**config.mk**
```make
export PLATFORM = sky130hd
export DESIGN_NAME = tls_certificate_message_parser_flat
export DESIGN_NICKNAME = d
export VERILOG_FILES = /design/src/sv/tcmp_pkg.sv /design/src/sv/tcmp_if.sv /design/src/sv/tcmp_cfg_regs.sv /design/src/sv/tcmp_parse_step.sv /design/src/sv/tls_certificate_message_parser.sv /design/src/flat_wrapper.sv
export SDC_FILE = /design/constraint.sdc
export NUM_CORES = 1
export LEC_CHECK = 0
export BUFFER_PORTS_ARGS = -buffer_cell sky130_fd_sc_hd__buf_2
export CAP_MARGIN = 20
export CORE_ASPECT_RATIO = 2
export CORE_MARGIN = 10
export CORE_UTILIZATION = 40
export DETAILED_ROUTE_END_ITERATION = 8
export GPL_TIMING_DRIVEN = 0
export HOLD_SLACK_MARGIN = 0.02
export SYNTH_ARGS = -nofsm -noshare
export SYNTH_HDL_FRONTEND = slang
export SYNTH_SLANG_ARGS = --single-unit
```
**constraint.sdc**
```tcl
create_clock -name clk -period 6.3 [get_ports clk]
set_clock_uncertainty 0.05 [all_clocks]
set_input_delay 0.945 -clock clk [delete_from_list [all_inputs] [get_ports clk]]
set_output_delay 0.945 -clock clk [all_outputs]
set_load 0.005 [all_outputs]
```
**src/sv/tcmp_pkg.sv**
```systemverilog
// Shared types and constants for the TLS certificate message parser.
// No dependencies; every other file refers to this package by scoped names.

package tcmp_pkg;

    // Parser phase, one-hot
    typedef enum logic [7:0] {
        PH_CTXLEN  = 8'b0000_0001,
        PH_CTX     = 8'b0000_0010,
        PH_LISTLEN = 8'b0000_0100,
        PH_CERTLEN = 8'b0000_1000,
        PH_CERT    = 8'b0001_0000,
        PH_EXTLEN  = 8'b0010_0000,
        PH_EXT     = 8'b0100_0000,
        PH_END     = 8'b1000_0000
    } tcmp_phase_t;

    // Byte role codes reported with each result
    localparam logic [2:0] ROLE_CTXLEN  = 3'd0;
    localparam logic [2:0] ROLE_CTX     = 3'd1;
    localparam logic [2:0] ROLE_LISTLEN = 3'd2;
    localparam logic [2:0] ROLE_CERTLEN = 3'd3;
    localparam logic [2:0] ROLE_CERT    = 3'd4;
    localparam logic [2:0] ROLE_EXTLEN  = 3'd5;
    localparam logic [2:0] ROLE_EXT     = 3'd6;
    localparam logic [2:0] ROLE_IGNORED = 3'd7;

    // Configuration register indexes
    localparam int unsigned CFG_IDX_W = 2;
    localparam logic [CFG_IDX_W-1:0] CFG_MAX_CONTEXT_LEN = 2'd0;
    localparam logic [CFG_IDX_W-1:0] CFG_MAX_CERT_LEN    = 2'd1;
    localparam logic [CFG_IDX_W-1:0] CFG_MAX_EXT_LEN     = 2'd2;
    localparam logic [CFG_IDX_W-1:0] CFG_MAX_ENTRIES     = 2'd3;
    localparam int unsigned CFG_DATA_W = 24;

    // Length field sizes in bytes
    localparam logic [1:0] LEN24_BYTES = 2'd3;
    localparam logic [1:0] LEN16_BYTES = 2'd2;

    typedef struct packed {
        logic [7:0]  max_context_len;
        logic [23:0] max_cert_len;
        logic [15:0] max_ext_len;
        logic [7:0]  max_entries;
    } tcmp_limits_t;

    typedef struct packed {
        tcmp_phase_t phase;
        logic [1:0]  length_byte_count;
        logic [23:0] length_accumulator;
        logic [23:0] field_remaining;
        logic [23:0] list_remaining;
        logic [7:0]  entry_count;
        logic        error_flag;
    } tcmp_state_t;

    typedef struct packed {
        logic [2:0]  byte_role;
        logic [7:0]  entry_index;
        logic [23:0] field_value;
        logic        length_done;
        logic        entry_done;
        logic        message_done;
        logic        status;
    } tcmp_result_t;

    localparam tcmp_state_t STATE_RESET = '{
        phase:              PH_CTXLEN,
        length_byte_count:  2'd0,
        length_accumulator: 24'd0,
        field_remaining:    24'd0,
        list_remaining:     24'd0,
        entry_count:        8'd0,
        error_flag:         1'b0
    };

    // Map a phase to the role code of the byte parsed in it
    function automatic logic [2:0] phase_role(input tcmp_phase_t ph);
        logic [2:0] r;
        r = ROLE_IGNORED;
        unique case (ph)
            PH_CTXLEN:  r = ROLE_CTXLEN;
            PH_CTX:     r = ROLE_CTX;
            PH_LISTLEN: r = ROLE_LISTLEN;
            PH_CERTLEN: r = ROLE_CERTLEN;
            PH_CERT:    r = ROLE_CERT;
            PH_EXTLEN:  r = ROLE_EXTLEN;
            PH_EXT:     r = ROLE_EXT;
            default:    r = ROLE_IGNORED;
        endcase
        return r;
    endfunction

endpackage

```
**src/sv/tcmp_if.sv**
```systemverilog
// Valid/ready channel interfaces: message bytes in, per-byte results out,
// and configuration register writes. Depends on tcmp_pkg for widths.

interface tcmp_byte_if;
    logic       valid;
    logic       ready;
    logic [7:0] data_byte;
    logic       last_byte;

    modport source (output valid, output data_byte, output last_byte, input ready);
    modport sink   (input valid, input data_byte, input last_byte, output ready);
endinterface

interface tcmp_result_if;
    logic        valid;
    logic        ready;
    logic [2:0]  byte_role;
    logic [7:0]  entry_index;
    logic [23:0] field_value;
    logic        length_done;
    logic        entry_done;
    logic        message_done;
    logic        status;

    modport source (output valid, output byte_role, output entry_index,
                    output field_value, output length_done, output entry_done,
                    output message_done, output status, input ready);
    modport sink   (input valid, input byte_role, input entry_index,
                    input field_value, input length_done, input entry_done,
                    input message_done, input status, output ready);
endinterface

interface tcmp_cfg_if;
    logic                                valid;
    logic                                ready;
    logic [tcmp_pkg::CFG_IDX_W-1:0]      index;
    logic [tcmp_pkg::CFG_DATA_W-1:0]     data;

    modport source (output valid, output index, output data, input ready);
    modport sink   (input valid, input index, input data, output ready);
endinterface

```
**src/sv/tcmp_cfg_regs.sv**
```systemverilog
// Limit registers written through the configuration channel.
// Depends on tcmp_pkg and tcmp_cfg_if.

module tcmp_cfg_regs (
    input  logic                    clk,
    input  logic                    rst_n,
    tcmp_cfg_if.sink                cfg,
    output tcmp_pkg::tcmp_limits_t  limits
);

    tcmp_pkg::tcmp_limits_t limits_reg;

    // Always able to take a write request
    assign cfg.ready = 1'b1;
    assign limits    = limits_reg;

    // Decode the register index and update the addressed limit
    always_ff @(posedge clk or negedge rst_n)
    begin
        if (!rst_n)
        begin
            limits_reg.max_context_len <= 8'd255;
            limits_reg.max_cert_len    <= 24'd16384;
            limits_reg.max_ext_len     <= 16'd4096;
            limits_reg.max_entries     <= 8'd8;
        end
        else if (cfg.valid)
        begin
            unique case (cfg.index)
                tcmp_pkg::CFG_MAX_CONTEXT_LEN: limits_reg.max_context_len <= cfg.data[7:0];
                tcmp_pkg::CFG_MAX_CERT_LEN:    limits_reg.max_cert_len    <= cfg.data[23:0];
                tcmp_pkg::CFG_MAX_EXT_LEN:     limits_reg.max_ext_len     <= cfg.data[15:0];
                tcmp_pkg::CFG_MAX_ENTRIES:     limits_reg.max_entries     <= cfg.data[7:0];
                default:                       limits_reg <= limits_reg;
            endcase
        end
    end

endmodule

```
**src/sv/tcmp_parse_step.sv**
```systemverilog
// Next-state and result logic for one message byte.
// Depends on tcmp_pkg.

module tcmp_parse_step (
    input  tcmp_pkg::tcmp_state_t   cur,
    input  tcmp_pkg::tcmp_limits_t  limits,
    input  logic [7:0]              data_byte,
    input  logic                    last_byte,
    output tcmp_pkg::tcmp_state_t   nxt,
    output tcmp_pkg::tcmp_result_t  res
);

    logic        in_list;
    logic [23:0] acc_shift;
    logic [1:0]  cnt_inc;
    logic [1:0]  cnt_target;
    logic        len_complete;

    assign in_list = (cur.phase == tcmp_pkg::PH_CERTLEN) || (cur.phase == tcmp_pkg::PH_CERT)
                  || (cur.phase == tcmp_pkg::PH_EXTLEN) || (cur.phase == tcmp_pkg::PH_EXT);
    assign acc_shift    = {cur.length_accumulator[15:0], data_byte};
    assign cnt_inc      = cur.length_byte_count + 2'd1;
    assign cnt_target   = (cur.phase == tcmp_pkg::PH_EXTLEN) ? tcmp_pkg::LEN16_BYTES
                                                             : tcmp_pkg::LEN24_BYTES;
    assign len_complete = (cnt_inc == cnt_target);

    always_comb
    begin
        nxt                  = cur;
        res.byte_role        = tcmp_pkg::ROLE_IGNORED;
        res.entry_index      = cur.entry_count;
        res.field_value      = 24'd0;
        res.length_done      = 1'b0;
        res.entry_done       = 1'b0;
        res.message_done     = last_byte;
        res.status           = 1'b0;

        if (cur.error_flag)
        begin
            // Drop bytes once an error is latched
            res.byte_role = tcmp_pkg::ROLE_IGNORED;
        end
        else if ((cur.phase == tcmp_pkg::PH_END) || (in_list && cur.list_remaining == 24'd0))
        begin
            // Byte past the end of the list
            nxt.error_flag = 1'b1;
        end
        else
        begin
            res.byte_role = tcmp_pkg::phase_role(cur.phase);
            if (in_list)
            begin
                nxt.list_remaining = cur.list_remaining - 24'd1;
            end
            unique case (cur.phase)
                tcmp_pkg::PH_CTXLEN:
                begin
                    res.length_done        = 1'b1;
                    res.field_value        = {16'd0, data_byte};
                    nxt.error_flag         = (data_byte > limits.max_context_len);
                    nxt.field_remaining    = {16'd0, data_byte};
                    nxt.phase              = (data_byte == 8'd0) ? tcmp_pkg::PH_LISTLEN
                                                                 : tcmp_pkg::PH_CTX;
                    nxt.length_byte_count  = 2'd0;
                    nxt.length_accumulator = 24'd0;
                end
                tcmp_pkg::PH_CTX, tcmp_pkg::PH_CERT:
                begin
                    nxt.field_remaining = cur.field_remaining - 24'd1;
                    if (cur.field_remaining == 24'd1)
                    begin
                        nxt.phase = (cur.phase == tcmp_pkg::PH_CTX) ? tcmp_pkg::PH_LISTLEN
                                                                    : tcmp_pkg::PH_EXTLEN;
                    end
                end
                tcmp_pkg::PH_LISTLEN, tcmp_pkg::PH_CERTLEN, tcmp_pkg::PH_EXTLEN:
                begin
                    if (cur.phase == tcmp_pkg::PH_CERTLEN && cur.length_byte_count == 2'd0
                        && cur.entry_count >= limits.max_entries)
                    begin
                        nxt.error_flag = 1'b1;
                    end
                    else if (!len_complete)
                    begin
                        // Gather another length byte
                        nxt.length_accumulator = acc_shift;
                        nxt.length_byte_count  = cnt_inc;
                    end
                    else
                    begin
                        res.length_done        = 1'b1;
                        res.field_value        = acc_shift;
                        nxt.length_byte_count  = 2'd0;
                        nxt.length_accumulator = 24'd0;
                        if (cur.phase == tcmp_pkg::PH_LISTLEN)
                        begin
                            nxt.list_remaining = acc_shift;
                            nxt.phase = (acc_shift == 24'd0) ? tcmp_pkg::PH_END
                                                             : tcmp_pkg::PH_CERTLEN;
                        end
                        else if (cur.phase == tcmp_pkg::PH_CERTLEN)
                        begin
                            nxt.error_flag      = (acc_shift == 24'd0)
                                               || (acc_shift > limits.max_cert_len);
                            nxt.field_remaining = acc_shift;
                            nxt.phase           = tcmp_pkg::PH_CERT;
                        end
                        else
                        begin
                            nxt.error_flag      = (acc_shift > {8'd0, limits.max_ext_len});
                            nxt.field_remaining = acc_shift;
                            if (acc_shift == 24'd0)
                            begin
                                res.entry_done  = 1'b1;
                                nxt.entry_count = cur.entry_count + 8'd1;
                                nxt.phase = (nxt.list_remaining == 24'd0) ? tcmp_pkg::PH_END
                                                                          : tcmp_pkg::PH_CERTLEN;
                            end
                            else
                            begin
                                nxt.phase = tcmp_pkg::PH_EXT;
                            end
                        end
                    end
                end
                tcmp_pkg::PH_EXT:
                begin
                    nxt.field_remaining = cur.field_remaining - 24'd1;
                    if (cur.field_remaining == 24'd1)
                    begin
                        res.entry_done  = 1'b1;
                        nxt.entry_count = cur.entry_count + 8'd1;
                        nxt.phase = (nxt.list_remaining == 24'd0) ? tcmp_pkg::PH_END
                                                                  : tcmp_pkg::PH_CERTLEN;
                    end
                end
                default:
                begin
                    nxt.error_flag = 1'b1;
                end
            endcase
            // Suppress entry completion on an erroneous byte
            if (nxt.error_flag)
            begin
                res.entry_done = 1'b0;
            end
        end

        // Check the message ends exactly at the list end, then restart
        if (last_byte && nxt.phase != tcmp_pkg::PH_END)
        begin
            nxt.error_flag = 1'b1;
        end
        res.status = nxt.error_flag;
        if (last_byte)
        begin
            nxt = tcmp_pkg::STATE_RESET;
        end
    end

endmodule

```
**src/sv/tls_certificate_message_parser.sv**
```systemverilog
// TLS 1.3 Certificate message parser, one byte per request.
// Each accepted byte's result is captured in the output register in the cycle after it is accepted.
// Throughput: one byte per cycle while the sink keeps up; the parse step is combinational.
// The output register holds a result while the sink stalls; a new byte is taken
// whenever that register is empty or being read in the same cycle.
// Reset (rst_n low, asynchronous) restores the parse state and limit registers.

module tls_certificate_message_parser (
    input  logic         clk,
    input  logic         rst_n,
    tcmp_byte_if.sink    src,
    tcmp_result_if.source dst,
    tcmp_cfg_if.sink     cfg
);

    tcmp_pkg::tcmp_limits_t limits;
    tcmp_pkg::tcmp_state_t  state_reg;
    tcmp_pkg::tcmp_state_t  state_next;
    tcmp_pkg::tcmp_result_t result_next;
    tcmp_pkg::tcmp_result_t result_reg;
    logic                   out_valid_reg;
    logic                   accept;

    tcmp_cfg_regs u_cfg_regs (
        .clk    (clk),
        .rst_n  (rst_n),
        .cfg    (cfg),
        .limits (limits)
    );

    tcmp_parse_step u_parse_step (
        .cur       (state_reg),
        .limits    (limits),
        .data_byte (src.data_byte),
        .last_byte (src.last_byte),
        .nxt       (state_next),
        .res       (result_next)
    );

    assign src.ready = !out_valid_reg || dst.ready;
    assign accept    = src.valid && src.ready;

    // Advance the parse state on each accepted byte
    always_ff @(posedge clk or negedge rst_n)
    begin
        if (!rst_n)
        begin
            state_reg <= tcmp_pkg::STATE_RESET;
        end
        else if (accept)
        begin
            state_reg <= state_next;
        end
    end

    // Hold the result until the sink takes it
    always_ff @(posedge clk or negedge rst_n)
    begin
        if (!rst_n)
        begin
            out_valid_reg <= 1'b0;
        end
        else if (accept)
        begin
            out_valid_reg <= 1'b1;
        end
        else if (dst.ready)
        begin
            out_valid_reg <= 1'b0;
        end
    end

    // Capture result payload
    always_ff @(posedge clk)
    begin
        if (accept)
        begin
            result_reg <= result_next;
        end
    end

    assign dst.valid        = out_valid_reg;
    assign dst.byte_role    = result_reg.byte_role;
    assign dst.entry_index  = result_reg.entry_index;
    assign dst.field_value  = result_reg.field_value;
    assign dst.length_done  = result_reg.length_done;
    assign dst.entry_done   = result_reg.entry_done;
    assign dst.message_done = result_reg.message_done;
    assign dst.status       = result_reg.status;

endmodule

```
**src/flat_wrapper.sv**
```systemverilog
// flat-port wrapper written by rule: the top's interface ports become plain ports
module tls_certificate_message_parser_flat 
  (clk, rst_n, src_valid, src_data_byte, src_last_byte, src_ready, dst_valid, dst_byte_role, dst_entry_index, dst_field_value, dst_length_done, dst_entry_done, dst_message_done, dst_status, dst_ready, cfg_valid, cfg_index, cfg_data, cfg_ready);
  tcmp_byte_if src_i ();
  tcmp_result_if dst_i ();
  tcmp_cfg_if cfg_i ();
  input  logic clk;
  input  logic rst_n;
  input wire logic [$bits(src_i.valid)-1:0] src_valid;
  input wire logic [$bits(src_i.data_byte)-1:0] src_data_byte;
  input wire logic [$bits(src_i.last_byte)-1:0] src_last_byte;
  output wire logic [$bits(src_i.ready)-1:0] src_ready;
  output wire logic [$bits(dst_i.valid)-1:0] dst_valid;
  output wire logic [$bits(dst_i.byte_role)-1:0] dst_byte_role;
  output wire logic [$bits(dst_i.entry_index)-1:0] dst_entry_index;
  output wire logic [$bits(dst_i.field_value)-1:0] dst_field_value;
  output wire logic [$bits(dst_i.length_done)-1:0] dst_length_done;
  output wire logic [$bits(dst_i.entry_done)-1:0] dst_entry_done;
  output wire logic [$bits(dst_i.message_done)-1:0] dst_message_done;
  output wire logic [$bits(dst_i.status)-1:0] dst_status;
  input wire logic [$bits(dst_i.ready)-1:0] dst_ready;
  input wire logic [$bits(cfg_i.valid)-1:0] cfg_valid;
  input wire logic [$bits(cfg_i.index)-1:0] cfg_index;
  input wire logic [$bits(cfg_i.data)-1:0] cfg_data;
  output wire logic [$bits(cfg_i.ready)-1:0] cfg_ready;
  assign src_i.valid = src_valid;
  assign src_i.data_byte = src_data_byte;
  assign src_i.last_byte = src_last_byte;
  assign src_ready = src_i.ready;
  assign dst_valid = dst_i.valid;
  assign dst_byte_role = dst_i.byte_role;
  assign dst_entry_index = dst_i.entry_index;
  assign dst_field_value = dst_i.field_value;
  assign dst_length_done = dst_i.length_done;
  assign dst_entry_done = dst_i.entry_done;
  assign dst_message_done = dst_i.message_done;
  assign dst_status = dst_i.status;
  assign dst_i.ready = dst_ready;
  assign cfg_i.valid = cfg_valid;
  assign cfg_i.index = cfg_index;
  assign cfg_i.data = cfg_data;
  assign cfg_ready = cfg_i.ready;
  tls_certificate_message_parser u_core (.clk(clk), .rst_n(rst_n), .src(src_i), .dst(dst_i), .cfg(cfg_i));
endmodule
```
==> reports/metrics.cfg, run 1 <==
[clocking]
clock_latency_ns=0.45
h-tree-depth=4
postCtsSetupRepairBufs=0
cts_root_buf=clkbuf_16
clockBufferDepth=2
cts_hold_buf=0
numClockSinks=179
cts_buffers=17
cts.reportedPaths.clkPinSlew_ns=0.07
cts_tree=done
cts_resized=0

[hold_path]
hold_path_class=input pin to async pin

[logic_synthesis]
synth_top_area_cell=dfrtp_1
ys_warn_count=0
synth.avg_cell_area_um2=9.80
ys_ff_latch=179
synth_nets=1148
yosysSeqAreaShare_pct=45.7
synthCells=1047
synth_edf_count=39
netlist.area_leader.share_pct=31.2
synth_top_cells_by_area=dfrtp_1, edfxtp_1, ha_1
ys.flop_type=dfrtp_1
synth_cell_types=68
syn_area_um2=10300
synthArstFlopShare_pct=78.2

[pwr]
pwr_density_cell_nw_per_um2=301
power.leakage_nw=5.25
p_int_w=0.00235
swShare_pct=33.7
power_w=0.00354
seq_power_share_pct=39.3
combPwrFrac_pct=28.0
clkPwrFrac_pct=32.7
switchingPower_w=0.00119
ir_worst_vdd_v=0.000180

[grt]
met1_usage_pct=18.7
gr-usage-met2_pct=35.6
grt_busiest_layer=met2
grt_pass1_vias=8911
track_usage_pct=19.3
gr-total-overflow=0
antenna_found_initial=0
grt_pass1_wl_mm=49.7
grt_start_max_net_pins=83
met3_usage_pct=3.73

[worst_setup_path]
worst_ep_arrival_time_ns=3.96
path_class=flip-flop to flip-flop
regToRegSetupSlack_ns=2.48
reg2regPathDepth=9
start_kind=flip-flop
crit_buf_inv=1
crit_path_max_incr_delay_ns=0.67
cp_max_fo=10
cpMaxStageDelayCell=a2111oi_1
r2r-end=u_core.dst.status
cpMostUsedCell=o21ai_1
crit_family=compound AO/OA/AOI/OAI gates
crit_required_ns=6.44
cp-end-kind=flip-flop
r2r-start=u_core.state_reg[84]
crit_end=u_core.dst.status
crit_cells=9
crit_start=u_core.state_reg[84]
worstPathCellList=clkbuf_1 > nor4_2 > o21ai_1 > a2111oi_1 > xnor2_1 > nand3_1 > or4b_1 > o21ai_1 > a21oi_1

[placement]
place_area_um2=11100
io_buffers=80
hpwl_mm=24.0
place_ws_ns=2.49
gp_congestion=0.948

[layout]
multi_input_area_um2=5060
diodes=0
fill_cells=2473
fin_nets=1250
final_cell_mix=dfrtp_1, o21ai_0, buf_2
final_layout_size_suffix_gt1_share_pct=18.2
ff_latch_area_um2=4690
fin_area_um2=11800
syn2layout_area_growth_pct=14.7
largest_reg_flops=83
final_common_cell=dfrtp_1
fin_util_pct=46.8

[sta]
setup_ws_ns=2.48
worst-slew-pin-transition_ns=0.981
fin_crit_sh_pct=60.7
finalHoldViolations=0
rsz0062_at_grt=false
setup-tns-final_ns=0
timing.fmax_ghz=0.262
drv_slew=0
slew_headroom_pct=34.0
finalSetupViolCount=0
post-route-min-period_ns=3.82

[die]
fp.dieW_um=133
initial_utilization_pct=40.8
core_um2=25100
die_h_um=246
io_pins=82
dieArea_um2=32800
rows=82

[routing]
final_antenna_net_count=0
wirelength_mm=31.3
dr.pass1.iters=5
vias=8599
routedWlPerCell_um=20.9
drt_iter0_drc=583
drc=0
via_per_inst=5.74

[status]
status=finished, final reports clean

[job]
cap_violations=0

-- per-stage QoR --
| step | instances | hold slack (ns) |
|---|---|---|
| 6_report | 1498 | 0.412 |
| 4_1_cts | 1498 | 0.431 |
| 2_1_floorplan | 1047 | 0.397 |
| 3_5_place_dp | 1466 | 0.421 |
| 5_1_grt | 1498 | 0.447 |
| 3_3_place_gp | 1463 | 0.413 |
-- per-layer routing --
layer | vias to the layer above | part of all wire [%]
li1 | 4078 | -
met3 | 100 | 3.4
met2 | 236 | 54
met4 | 0 | 6.5
met1 | 4185 | 36
met5 | - | 0
-- cells in the mapped netlist, types with 5 or more instances --
library cell	n
dfrtp_1	128
o21ai_0	109
nand2_1	75
inv_1	68
ha_1	61
nor2_1	56
mux2_2	52
a21oi_1	48
edfxtp_1	39
nor3_1	31
nand3_1	30
nor4_1	28
a22oi_1	27
clkbuf_1	27
and3_1	25
a22o_1	20
nand4_1	19
nand2b_1	15
and2_1	14
dfstp_2	12
a211oi_1	11
a31oi_1	10
o21a_1	10
xor2_1	10
o31ai_1	9
buf_2	8
xnor2_1	8
a21o_1	7
nor2b_1	7
buf_4	6
nor4b_1	6
o21ai_1	6
buf_6	5
or3_1	5
-- cells by family (layout without fill, tap and decap cells) --
kind of cell	count (synthesis)	count (layout)	share of synthesized area, %
fa+ha+maj	61	61	7.44
simple gates	332	332	16.9
other cells	1	1	0.0366
xor+xnor	18	18	1.54
flops	179	179	45.7
mux	53	53	5.81
compound gates	288	288	17.7
buf+inv	115	230	4.89
-- cell type report --
class | count | share of cell area [%]
Timing Repair Buffer | 83 | 3.90
Clock buffer | 17 | 3.62
Inverter | 68 | 2.17
Tap cell | 336 | 3.57
Clock inverter | 15 | 1.74
Buffer | 47 | 2.09
Sequential cell | 179 | 39.9
Multi-Input combinational cell | 753 | 43.0
-- power by group through the flow --
stage	registers, W	logic, W	clock network [W]
final	0.00139	0.000990	0.00116
after CTS	0.00139	0.000992	0.00118
after detailed placement	0.00141	0.000986	0
after global placement	0.00141	0.000971	0
after floorplan	0.00140	0.000684	0
after global routing	0.00141	0.00111	0.00123
-- worst reg2reg max path, stage by stage (launching register included) --
cell and delay [ns]:
dfrtp_1 0.37, clkbuf_1 0.24, nor4_2 0.64, o21ai_1 0.43
a2111oi_1 0.68, xnor2_1 0.18, nand3_1 0.08, or4b_1 0.55
o21ai_1 0.24, a21oi_1 0.11
-- worst min path at each step --
| stage | endpoint | slack (ns) | depth (start not counted) |
|---|---|---|---|
| 6_report | u_core.state_reg[65] | 0.41 | 1 |
| 3_5_place_dp | u_core.state_reg[82] | 0.42 | 2 |
| 4_1_cts | u_core.state_reg[65] | 0.43 | 1 |
| 5_1_grt | u_core.state_reg[65] | 0.45 | 1 |
| 3_3_place_gp | u_core.state_reg[82] | 0.41 | 2 |
| 2_1_floorplan | u_core.state_reg[82] | 0.40 | 2 |
(Power assumes the default switching activity.)
==> run 2, diff against run 1 <==
clock period = 3.4 ns   (was 6.3 ns; I/O delays follow)
==> run 2 against run 1 <==
The run now ends with setup timing left. Sequential power grew 88%. Power grew 89%. Register-to-register slack lost 2.5 ns. Worst setup slack lost 2.5 ns. Design area grew 2.8%. Clock-buffer cell count is the same. Maximum frequency grew 12%. Global-route usage is essentially flat. Sequential cell count is the same. Via count grew 0.98%. Largest cell class unchanged.
==> reports/metrics.cfg, run 2 (same netlist as run 1, synthesis figures left out) <==
[status]
status=finished with violations
violations=setup timing

[clocking]
numClockSinks=179  ; unchanged
cts.reportedPaths.clkPinSlew_ns=0.07  ; about the same
cts_tree=done
cts_root_buf=clkbuf_16
h-tree-depth=4  ; unchanged
cts_buffers=17  ; unchanged
clock_latency_ns=0.45  ; about the same
clockBufferDepth=2  ; unchanged

[placement]
dp_cells=1466  ; unchanged
place_ws_ns=-0.412  ; -2.90 ns
place_area_um2=11100  ; unchanged
hpwl_mm=24.0  ; unchanged
gp_congestion=0.948  ; unchanged
io_buffers=80  ; unchanged

[layout]
final_cell_mix=dfrtp_1, o21ai_0, buf_2
fin_area_um2=12100  ; +2.8%
fin_util_pct=48.1  ; +1.3 points
diodes=0  ; unchanged
syn2layout_area_growth_pct=17.9
final_layout_size_suffix_gt1_share_pct=21.6  ; +3.4 points
fill_cells=2435  ; -1.5%
stdcell_count=1507  ; +0.60%
final_common_cell=dfrtp_1
fin_nets=1259  ; +0.72%
largest_reg_flops=83  ; unchanged

[routing]
vias=8683  ; +0.98%
final_antenna_net_count=0  ; unchanged
drt_iter0_drc=591  ; +1.4%
dr.pass1.iters=5  ; unchanged
via_per_inst=5.76  ; +0.37%
drc=0  ; unchanged
routedWlPerCell_um=20.9  ; +0.32%
wirelength_mm=31.6  ; +0.92%

[worst_setup_path]
crit_required_ns=3.54  ; -2.90 ns
cp-end-kind=flip-flop
cp_max_fo=8  ; -2
start_kind=flip-flop
path_class=flip-flop to flip-flop
worst_ep_arrival_time_ns=3.57  ; -0.39 ns

[pwr]
ir_worst_vdd_v=0.000334  ; +86%
power.leakage_nw=5.37  ; +2.2%
pwr_density_cell_nw_per_um2=554  ; +84%

[grt]
grt_pass1_wl_mm=49.8  ; +0.26%
grt_start_max_net_pins=83  ; unchanged
grt_pass1_vias=8954  ; +0.48%
gr-total-overflow=0  ; unchanged
track_usage_pct=19.3  ; +0.021 points
antenna_found_initial=0  ; unchanged

[sta]
fin_crit_sh_pct=101  ; +40 points
worst-slew-pin-transition_ns=0.858  ; -0.122 ns
slew_headroom_pct=42.3  ; +8.3 points
post-route-min-period_ns=3.43  ; -0.396 ns
finalHoldViolations=0  ; unchanged
whs_ns=0.217  ; -0.196 ns
rsz0062_at_grt=true
finalSetupViolCount=1  ; +1
timing.fmax_ghz=0.292  ; +12%
drv_slew=0  ; unchanged
setup_ws_ns=-0.0276  ; -2.50 ns

[die]
rows=82  ; unchanged
dieArea_um2=32800  ; unchanged
fp.dieW_um=133  ; unchanged
core_um2=25100  ; unchanged
io_pins=82  ; unchanged
initial_utilization_pct=40.8  ; unchanged
die_h_um=246  ; unchanged

[job]
cap_violations=0  ; unchanged

[hold_path]
hold_path_class=input pin to flip-flop

run 2: changes by cell type in the layout (fill, tap and decap cells not counted), sizes merged:
cell,before,now
clkbuf,44,43
buf,103,112
dlygate4sd3,0,1
run 2: where the power goes:
group	total (W)	leakage (nW)	switching [W]	internal [W]
Clock	0.00215	0.312	0.000951	0.00120
Sequential	0.00261	2.19	0.000150	0.00246
Combinational	0.00194	2.87	0.00116	0.000781
Total	0.00670	5.37	0.00226	0.00443
run 2: per-layer routing:
layer | GRT usage [%] | routed length [µm] | up-vias
met5 | 0 | 0 | -
li1 | - | - | 4099
met2 | 35.5 | 17100 | 264
met1 | 18.9 | 11200 | 4224
met4 | 14.0 | 2090 | 0
met3 | 3.65 | 1260 | 96
run 2: metrics by stage:
step	power, W	setup TNS, ns
6_report	0.00670	-0.0276
5_1_grt	0.00708	-0.161
4_1_cts	0.00666	-0.0689
3_5_place_dp	0.00445	-9.76
3_3_place_gp	0.00442	-70.80
2_1_floorplan	0.00386	0
run 2: worst paths after layout:
path	start	slack, ns	cells past startpoint	end
worst max register to register	u_core.state_reg[90]	-0.03	9	u_core.dst.status
max in group asynchronous	rst_n	1.89	3	u_core.state_reg[83]
worst max-delay path	u_core.state_reg[90]	-0.03	9	u_core.dst.status
worst min register to register	u_core.state_reg[82]	0.45	2	u_core.state_reg[82]
min in group asynchronous	rst_n	0.55	2	u_core.state_reg[65]
worst min-delay path	src_valid	0.22	2	u_core.dst.valid
run 2: cell type report:
type	count	area [µm²]	area share [%]
repair buffers	95	549	4.54
clock inverters	15	205	1.70
flip-flops and latches	179	4690	38.8
inverters	68	255	2.11
clock buffers	17	425	3.52
well taps	336	420	3.48
multi-input cells	753	5270	43.6
plain buffers	44	279	2.31
run 2: timing repair:
action / 4_1_cts / 5_1_grt
resized for setup: 25 / 31
setup endpoints to repair: 77 / 107
hold buffers: 1 / 0
gates cloned: 0 / 1
pin swaps: 2 / 9
setup buffers: 3 / 7
endpoints found under the hold margin: 43 / 0
run 2: critical path: stages (launching register included):
cell       delay (ns)
dfrtp_1          0.52
or4_4            0.54
or4_4            0.44
buf_12           0.16
a2111oi_4        0.38
xnor2_1          0.16
nand3_1          0.08
or4b_4           0.59
o21ai_4          0.17
a21oi_2          0.08
==> run 3, diff against run 2 <==
SLEW_MARGIN = 5   (was unset)
SYNTH_HIERARCHICAL = 1   (was unset)
==> run 3 against run 2 <==
The run still ends with setup timing left. Non-clock buffer count is 33 higher. Core utilization is 0.96 points lower. Die area is 17% higher. Via count is 22% higher. First-iteration DRC count is 28% higher. Clock-buffer cell count stayed put. Synthesized cell count is 19% higher. Sequential power is 3% higher. Final cell count is 16% higher. Highest routed layer is now met5.
==> reports/metrics.cfg, run 3 <==
[status]
status=finished with violations
violations=setup timing

[routing]
wirelength_mm=41.9  ; +33%
via_per_inst=6.07  ; +5.3%
routedWlPerCell_um=24.0  ; +15%
drt_iter0_drc=759  ; +28%
final_antenna_net_count=0  ; unchanged
vias=10578  ; +22%
drc=0  ; unchanged
dr.pass1.iters=5  ; unchanged

[layout]
largest_reg_flops=83  ; unchanged
final_cell_mix=dfrtp_1, nor2_1, nand2_1
stdcell_count=1743  ; +16%
fin_nets=1463  ; +16%
diodes=0  ; unchanged
final_layout_size_suffix_gt1_share_pct=29.2  ; +7.6 points
fin_util_pct=47.2  ; -0.96 points
syn2layout_area_growth_pct=16.3
final_common_cell=dfrtp_1
fin_area_um2=14200  ; +18%

[worst_setup_path]
start_kind=flip-flop
reg2regPathDepth=10  ; +1
r2r-end=u_core/state_reg[89]
r2r-start=u_core/state_reg[85]
worst_ep_arrival_time_ns=3.83  ; +0.26 ns
cp_max_fo=10  ; +2
path_class=flip-flop to flip-flop
crit_required_ns=3.71  ; +0.17 ns
cp-end-kind=flip-flop
regToRegSetupSlack_ns=-0.12  ; -0.10 ns

[hold_path]
min-delay-start=src_last_byte
hold_end=u_core/dst.message_done
min_path_cells=1  ; -1
hold_path_class=input pin to flip-flop

[job]
cap_violations=0  ; unchanged

[die]
initial_utilization_pct=40.6  ; -0.25 points
dieArea_um2=38400  ; +17%
rows=90  ; +9.8%
die_h_um=267  ; +8.5%
core_um2=30200  ; +20%
io_pins=82  ; unchanged
fp.dieW_um=144  ; +7.8%

[clocking]
cts_buffers=17  ; unchanged
cts_root_buf=clkbuf_16
cts_tree=done
cts.reportedPaths.clkPinSlew_ns=0.08  ; about the same
clockBufferDepth=2  ; unchanged
numClockSinks=179  ; unchanged
h-tree-depth=4  ; unchanged
clock_latency_ns=0.47  ; +0.02 ns

[pwr]
p_int_w=0.00466  ; +5.1%
ir_worst_vdd_v=0.000362  ; +8.2%
switchingPower_w=0.00310  ; +37%
clkPwrFrac_pct=26.2  ; -5.9 points
seq_power_share_pct=34.8  ; -4.1 points
pwr_density_cell_nw_per_um2=545  ; -1.5%
swShare_pct=40.0  ; +6.2 points
combPwrFrac_pct=39.0  ; +10 points
power_w=0.00776  ; +16%
power.leakage_nw=6.31  ; +18%

[sta]
drv_slew=0  ; unchanged
setup_ws_ns=-0.124  ; -0.0961 ns
post-route-min-period_ns=3.52  ; +0.0961 ns
rsz0062_at_grt=true
finalHoldViolations=0  ; unchanged
timing.fmax_ghz=0.284  ; -2.7%
slew_headroom_pct=31.9  ; -10 points
finalSetupViolCount=27  ; +26
worst-slew-pin-transition_ns=1.01  ; +0.150 ns
fin_crit_sh_pct=104  ; +2.8 points

[logic_synthesis]
synthCells=1246  ; +19%
synth_nets=1347  ; +17%
synth.avg_cell_area_um2=9.82  ; +0.27%
ys_warn_count=6  ; +6
syn_area_um2=12200  ; +19%

[grt]
grt_start_max_net_pins=102  ; +23%
grt_pass1_wl_mm=62.5  ; +25%
track_usage_pct=21.7  ; +2.4 points
grt_pass1_vias=10683  ; +19%
antenna_found_initial=1  ; +1
gr-total-overflow=0  ; unchanged

[placement]
gp_congestion=0.972  ; +2.5%
place_area_um2=13200  ; +18%
io_buffers=79  ; -1.3%
dp_cells=1696  ; +16%
hpwl_mm=30.8  ; +29%
place_ws_ns=-0.764  ; -0.352 ns

run 3: critical path: stages, from the launching register on:
cell,delay [ns]
dfrtp_1,0.38
buf_2,0.21
nor3_4,0.37
nand4b_1,0.41
a311oi_1,0.58
buf_2,0.36
o21ai_1,0.24
a21o_1,0.27
a32oi_1,0.21
nor2_1,0.06
mux2_2,0.26
run 3: metal layers:
layer	vias to the layer above	track usage, %	share of wire, %
met5	-	0	0.024
met4	2	16.9	7.7
met3	181	3.12	4.1
met2	423	39.3	53
met1	5216	21.5	35
li1	4756	-	-
run 3: power by group through the flow:
stage	registers (W)	clock network [W]	logic, W
3_5_place_dp	0.00273	0	0.00278
6_report	0.00270	0.00203	0.00302
2_1_floorplan	0.00268	0	0.00188
3_3_place_gp	0.00272	0	0.00273
4_1_cts	0.00269	0.00208	0.00286
5_1_grt	0.00274	0.00217	0.00326
run 3: how the worst max path moves through the flow:
stage / end / slack, ns / from / cells after the start
2_1_floorplan: u_core/state_reg[41] / 0.23 / u_core/state_reg[89] / 11
3_3_place_gp: u_core/state_reg[87] / -1.05 / u_core/state_reg[85] / 10
3_5_place_dp: u_core/state_reg[81] / -0.76 / u_core/state_reg[9] / 14
4_1_cts: u_core/dst.field_value[1] / -0.02 / u_core/state_reg[6] / 8
5_1_grt: u_core/state_reg[89] / -0.25 / u_core/state_reg[85] / 10
6_report: u_core/state_reg[89] / -0.12 / u_core/state_reg[85] / 10
run 3: per-stage QoR:
step,hold slack (ns),setup TNS (ns)
6_report,0.174,-0.775
2_1_floorplan,0.164,0
4_1_cts,0.155,-0.0509
3_3_place_gp,0.432,-99.36
5_1_grt,0.157,-7.09
3_5_place_dp,0.366,-39.78
run 3: cell type report:
class                           count  area, µm²
Fill cell                        2896      15900
Multi-Input combinational cell    926       7080
Inverter                           66        248
Sequential cell                   179       4690
Buffer                             72        544
Tap cell                          368        460
Clock buffer                       17        425
Timing Repair Buffer              100        616
Clock inverter                     15        170
run 3: what timing repair did:
item,CTS,global route
hold buffers,1,0
setup endpoints to repair,111,95
gates resized for setup,40,49
gates cloned,0,1
setup buffers,6,10
pin swaps,7,7
endpoints found under the hold margin,37,0
